<file path="config.mk">
export PLATFORM = sky130hd
export DESIGN_NAME = tcgr_queue
export DESIGN_NICKNAME = d
export VERILOG_FILES = /design/src/sv/tcgr_pkg.sv /design/src/sv/tcgr_queue.sv
export SDC_FILE = /design/constraint.sdc
export NUM_CORES = 1
export LEC_CHECK = 0
export BUFFER_PORTS_ARGS = -buffer_cell sky130_fd_sc_hd__buf_2
export CAP_MARGIN = 5
export CORE_MARGIN = 2
export CORE_UTILIZATION = 56
export DETAILED_ROUTE_END_ITERATION = 10
export PLACE_DENSITY = 0.87
export SLEW_MARGIN = 20
export SYNTH_ARGS = -nofsm -noshare
export SYNTH_HDL_FRONTEND = slang
export SYNTH_SLANG_ARGS = --single-unit
</file>
<file path="constraint.sdc">
create_clock -name clk -period 5.4 [get_ports clk]
set_clock_uncertainty 0.05 [all_clocks]
set_input_delay 0.27 -clock clk [delete_from_list [all_inputs] [get_ports clk]]
set_output_delay 0.27 -clock clk [all_outputs]
set_load 0.05 [all_outputs]
</file>
<file path="src/sv/tcgr_pkg.sv">
// ----------------------------------------------------------------------------
// Text cell glyph renderer package
// Shared types, codes and cell geometry constants for the renderer.
// ----------------------------------------------------------------------------
package tcgr_pkg;

    localparam int FONT_ENTRIES_DEF = 256;
    localparam int GLYPH_COLS       = 5;
    localparam int QUEUE_DEPTH      = 2;

    localparam int FUNC_W  = 2;
    localparam int CODE_W  = 8;
    localparam int FCOL_W  = 3;
    localparam int BITS_W  = 8;
    localparam int CUR_W   = 6;
    localparam int COLOR_W = 4;
    localparam int LIMIT_W = 9;
    localparam int PX_W    = 9;
    localparam int PY_W    = 10;
    localparam int REG_IDX_W = 2;
    localparam int PIX_CNT_W = 6;

    localparam logic [FUNC_W-1:0] FUNC_LOAD   = 2'd0;
    localparam logic [FUNC_W-1:0] FUNC_CURSOR = 2'd1;
    localparam logic [FUNC_W-1:0] FUNC_PRINT  = 2'd2;

    localparam logic [REG_IDX_W-1:0] REG_FG_COLOR  = 2'd0;
    localparam logic [REG_IDX_W-1:0] REG_BG_COLOR  = 2'd1;
    localparam logic [REG_IDX_W-1:0] REG_LINE_LIMIT = 2'd2;

    localparam logic [COLOR_W-1:0] FG_RESET    = 4'd15;
    localparam logic [COLOR_W-1:0] BG_RESET    = 4'd0;
    localparam logic [LIMIT_W-1:0] LIMIT_RESET = 9'd234;

    localparam logic [CODE_W-1:0]    NEWLINE_CODE = 8'd10;
    localparam logic [FCOL_W-1:0]    GLYPH_LAST_COL = 3'd4;
    localparam logic [PIX_CNT_W-1:0] PAD_TB_END  = 6'd12;
    localparam logic [PIX_CNT_W-1:0] PAD_R_END   = 6'd22;
    localparam logic [PIX_CNT_W-1:0] PIX_LAST    = 6'd61;
    localparam logic [2:0]           FETCH_DONE  = 3'd6;
    localparam logic [2:0]           RIGHT_PAD_X = 3'd5;
    localparam logic [3:0]           BOTTOM_PAD_Y = 4'd9;

    typedef enum logic [1:0] {
        OP_LOAD,
        OP_CURSOR,
        OP_PRINT
    } op_t;

    typedef enum logic [0:0] {
        B_IDLE,
        B_EMIT
    } back_state_t;

    typedef struct packed {
        op_t               op;
        logic [CODE_W-1:0] char_code;
        logic [FCOL_W-1:0] font_column;
        logic [BITS_W-1:0] glyph_bits;
        logic [CUR_W-1:0]  set_col;
        logic [CUR_W-1:0]  set_row;
        logic              first_of_string;
    } cmd_t;

    typedef struct packed {
        logic [COLOR_W-1:0] ink_color;
        logic [COLOR_W-1:0] paper_color;
        logic [LIMIT_W-1:0] line_limit_px;
    } cfg_t;

    typedef struct packed {
        logic full;
        logic not_empty;
    } queue_status_t;

endpackage

</file>
<file path="src/sv/tcgr_queue.sv">
// ----------------------------------------------------------------------------
// Command queue
// Short first-in first-out store between the front and back ends.
// ----------------------------------------------------------------------------
module tcgr_queue
    import tcgr_pkg::*;
(
    input  logic          clk,
    input  logic          rst_n,
    input  logic          push,
    input  cmd_t          push_cmd,
    input  logic          pop,
    output cmd_t          pop_cmd,
    output queue_status_t q_status
);

    localparam int PtrW = (QUEUE_DEPTH > 1) ? $clog2(QUEUE_DEPTH) : 1;
    localparam int CntW = $clog2(QUEUE_DEPTH + 1);
    localparam logic [PtrW-1:0] PtrLast = PtrW'(QUEUE_DEPTH - 1);
    localparam logic [CntW-1:0] CntFull = CntW'(QUEUE_DEPTH);

    cmd_t            entry_reg [QUEUE_DEPTH];
    logic [PtrW-1:0] wr_ptr_reg, wr_ptr_next;
    logic [PtrW-1:0] rd_ptr_reg, rd_ptr_next;
    logic [CntW-1:0] count_reg, count_next;
    logic            do_push, do_pop;

    assign q_status.full      = (count_reg == CntFull);
    assign q_status.not_empty = (count_reg != '0);
    assign do_push = push && !q_status.full;
    assign do_pop  = pop && q_status.not_empty;
    assign pop_cmd = entry_reg[rd_ptr_reg];

    always_comb
    begin
        wr_ptr_next = wr_ptr_reg;
        rd_ptr_next = rd_ptr_reg;
        count_next  = count_reg;
        if (do_push)
        begin
            wr_ptr_next = (wr_ptr_reg == PtrLast) ? '0 : wr_ptr_reg + 1'b1;
        end
        if (do_pop)
        begin
            rd_ptr_next = (rd_ptr_reg == PtrLast) ? '0 : rd_ptr_reg + 1'b1;
        end
        if (do_push && !do_pop)
        begin
            count_next = count_reg + 1'b1;
        end
        else if (do_pop && !do_push)
        begin
            count_next = count_reg - 1'b1;
        end
    end

    always_ff @(posedge clk or negedge rst_n)
    begin
        if (!rst_n)
        begin
            wr_ptr_reg <= '0;
            rd_ptr_reg <= '0;
            count_reg  <= '0;
        end
        else
        begin
            wr_ptr_reg <= wr_ptr_next;
            rd_ptr_reg <= rd_ptr_next;
            count_reg  <= count_next;
        end
    end

    always_ff @(posedge clk)
    begin
        if (do_push)
        begin
            entry_reg[wr_ptr_reg] <= push_cmd;
        end
    end

`ifndef SYNTH
    assert property (@(posedge clk) disable iff (!rst_n) count_reg <= CntFull)
        else $error("command queue count exceeds its depth");
    assert property (@(posedge clk) disable iff (!rst_n)
        (do_push && !do_pop) |=> (count_reg == $past(count_reg) + 1'b1))
        else $error("command queue lost a push");
`endif

endmodule

</file>
==> reports/metrics.cfg <==
[hold_path]
hold_end = entry_reg[0][0]
min_from = push_cmd[0]
hold_path_class = in2reg
min_path_cells = 1

[synth]
synth_nets = 164
synth_seq_cells = 72
synth_top_area_cell = edfxtp_1
yosysTopAreaCellShare = 0.728
netlist_area_sq_um = 2810
ys_types = 16
ys_top_cells_by_area = edfxtp_1, mux2_4, dfrtp_1
yosysWarningCount = 0
syn_avg_cell_area_sq_um = 22.4
ys_seq_area_frac = 0.764
syn_inst = 125

[placement]
place_congestion = 0.654
dp_hpwl_mm = 2.76
dp_slack_ps = 3380
io_buffers = 73

[power]
p_seq_frac = 0.414
combPwrFrac = 0.431
switching_share = 0.415
p_int_uw = 1240
p_leak_uw = 0.00136
ir_drop_mv = 0.417
p_switching_uw = 877
clockPowerShare = 0.155
power.density_nw_per_um2 = 632

[timing]
relSlewSlack = 0.318
final.min_clock_period_ps = 2330
worst_slack_ps = 3070
worst_pin_slew_ps = 1020
fin_crit_sh = 0.432
hold_viol_final = 0
fmax_mhz = 429
finalSetupTns_ps = 0
setup_viol = 0
rsz0062_at_grt = no
slew_viol_final = 0

[drt]
vias_per_cell = 4.85
drtIter0Drc = 44
drc_errors = 0
vias = 1338
detail_route.wl_per_cell_microns = 15.2
dr.pass1.iters = 4
wirelength_mm = 4.19
antenna_left = 0

[job]
cap_viol_max_count = 0

[floorplanning]
floorplan.initialDensity = 0.586
rows = 25
die_y_microns = 74.8
io_pins = 74
die_w_microns = 74.8
core_sq_um = 4790
dieArea_sq_um = 5590

[layout]
largest_reg_flops = 68
syn_to_final_growth_pct = 19.3
drive_gt1_frac = 0.579
diodes = 0
fin_nets = 245
final_util = 0.699
n_fill_cell = 320

[global_route]
grt_max_degree = 36
grt_first_pass_wirelength_mm = 5.98
grt_pass1_vias = 1322
antenna_found_initial = 0
grt_use_total = 0.154
grt_overflow_total = 0

[setup_path]
endpoint_kind = output port
arrival_ps = 2010
cp_slowest_cell = dfrtp_2
ff2ff_setup_slack_ps = 3450
crit_buf_inv = 1
max_stage_delay_ps = 1040
worst-setup-path-type = reg2out
path_max_fanout = 35
cp.required_ps = 5080
r2r-start = count_reg[0]
crit_chain = mux2_2, buf_2
cpLargestDelayFamily = flip-flops
r2r_end = entry_reg[0][11]
start_kind = flop
r2r.worst_path.cells = 3

[clock_tree]
clock_path_buffers = 2
tritoncts = done
cts-root-buf = clkbuf_8
cts_setup_buffers = 0
cts_sinks = 72
ctsHoldBuffers = 1
clkLatencyLatePin_ps = 320
cts-buffers-inserted = 9
cts.clk_slew.worst_paths_ps = 70
htreeDepth = 3
cts_resized = 0

[status]
status = complete, no violations

## power by group through the flow
stage | Combinational [uW] | Clock [uW] | Sequential, uW
final | 910 | 329 | 875
after global routing | 955 | 360 | 891
after CTS | 919 | 333 | 880
after detailed placement | 917 | 0 | 892
after global placement | 905 | 0 | 880
after floorplan | 866 | 0 | 810
## layout make-up
cell class                      count  area (sq um)  share of cell area
Clock inverter                      2          8.76             0.00262
Timing Repair Buffer               74           375               0.112
Multi-Input combinational cell     47           593               0.177
Sequential cell                    72          2140               0.640
Inverter                            2          7.51             0.00224
Clock buffer                       12           135              0.0404
Tap cell                           67          83.8              0.0250
## through the flow
| step | instances | power, uW | instance area, sq um | hold slack, ps |
|---|---|---|---|---|
| after CTS | 276 | 2130 | 3350 | 69.4 |
| final | 276 | 2110 | 3350 | 84.2 |
| after floorplan | 125 | 1680 | 2810 | -75.6 |
| after detailed placement | 261 | 1810 | 3190 | 34.0 |
| after global placement | 261 | 1780 | 3190 | 32.2 |
| after global routing | 276 | 2210 | 3350 | 63.6 |
## placed cells by master (no fill, tap or decap), types with 2 or more instances in the layout
| cell | instances |
|---|---|
| clkbuf_1 | 3 |
| xor2_1 | 2 |
| edfxtp_1 | 68 |
| mux2_2 | 5 |
| dfrtp_1 | 3 |
| xnor2_1 | 3 |
| inv_1 | 2 |
| mux2_4 | 29 |
| clkbuf_8 | 9 |
| buf_2 | 73 |
## Yosys cell counts
master,n
and3_1,1
buf_12,3
buf_6,1
dfrtp_1,4
edfxtp_1,68
ha_1,1
inv_1,2
mux2_2,5
mux2_4,29
nand2_1,1
nand2_2,1
nand2b_1,1
nor2_1,2
or2_1,1
xnor2_1,3
xor2_1,2
## metal layers
| metal | vias up | GRT usage | wire length (microns) |
|---|---|---|---|
| li1 | 639 | - | - |
| met1 | 646 | 0.169 | 1700 |
| met2 | 48 | 0.268 | 2220 |
| met3 | 5 | 0.0415 | 225 |
| met4 | 0 | 0.0893 | 55 |
| met5 | - | 0 | 0 |
## kinds of logic after synthesis
logic type,count (synthesis),synth area share
xor+xnor,5,0.0156
fa+ha+maj,1,0.00446
buf+inv,6,0.0281
flops,72,0.764
mux,34,0.175
simple gates,7,0.0129
## worst max-delay path by stage
stage	start	slack, ps	end	cells past startpoint
floorplan	count_reg[0]	2860	entry_reg[0][0]	3
global placement	rd_ptr_reg	3400	pop_cmd[18]	2
detailed placement	rd_ptr_reg	3380	pop_cmd[11]	2
CTS	rd_ptr_reg	3030	pop_cmd[11]	2
global route	rd_ptr_reg	2960	pop_cmd[19]	2
finish	rd_ptr_reg	3070	pop_cmd[18]	2
Note: power is estimated with default switching activity, not from simulation.
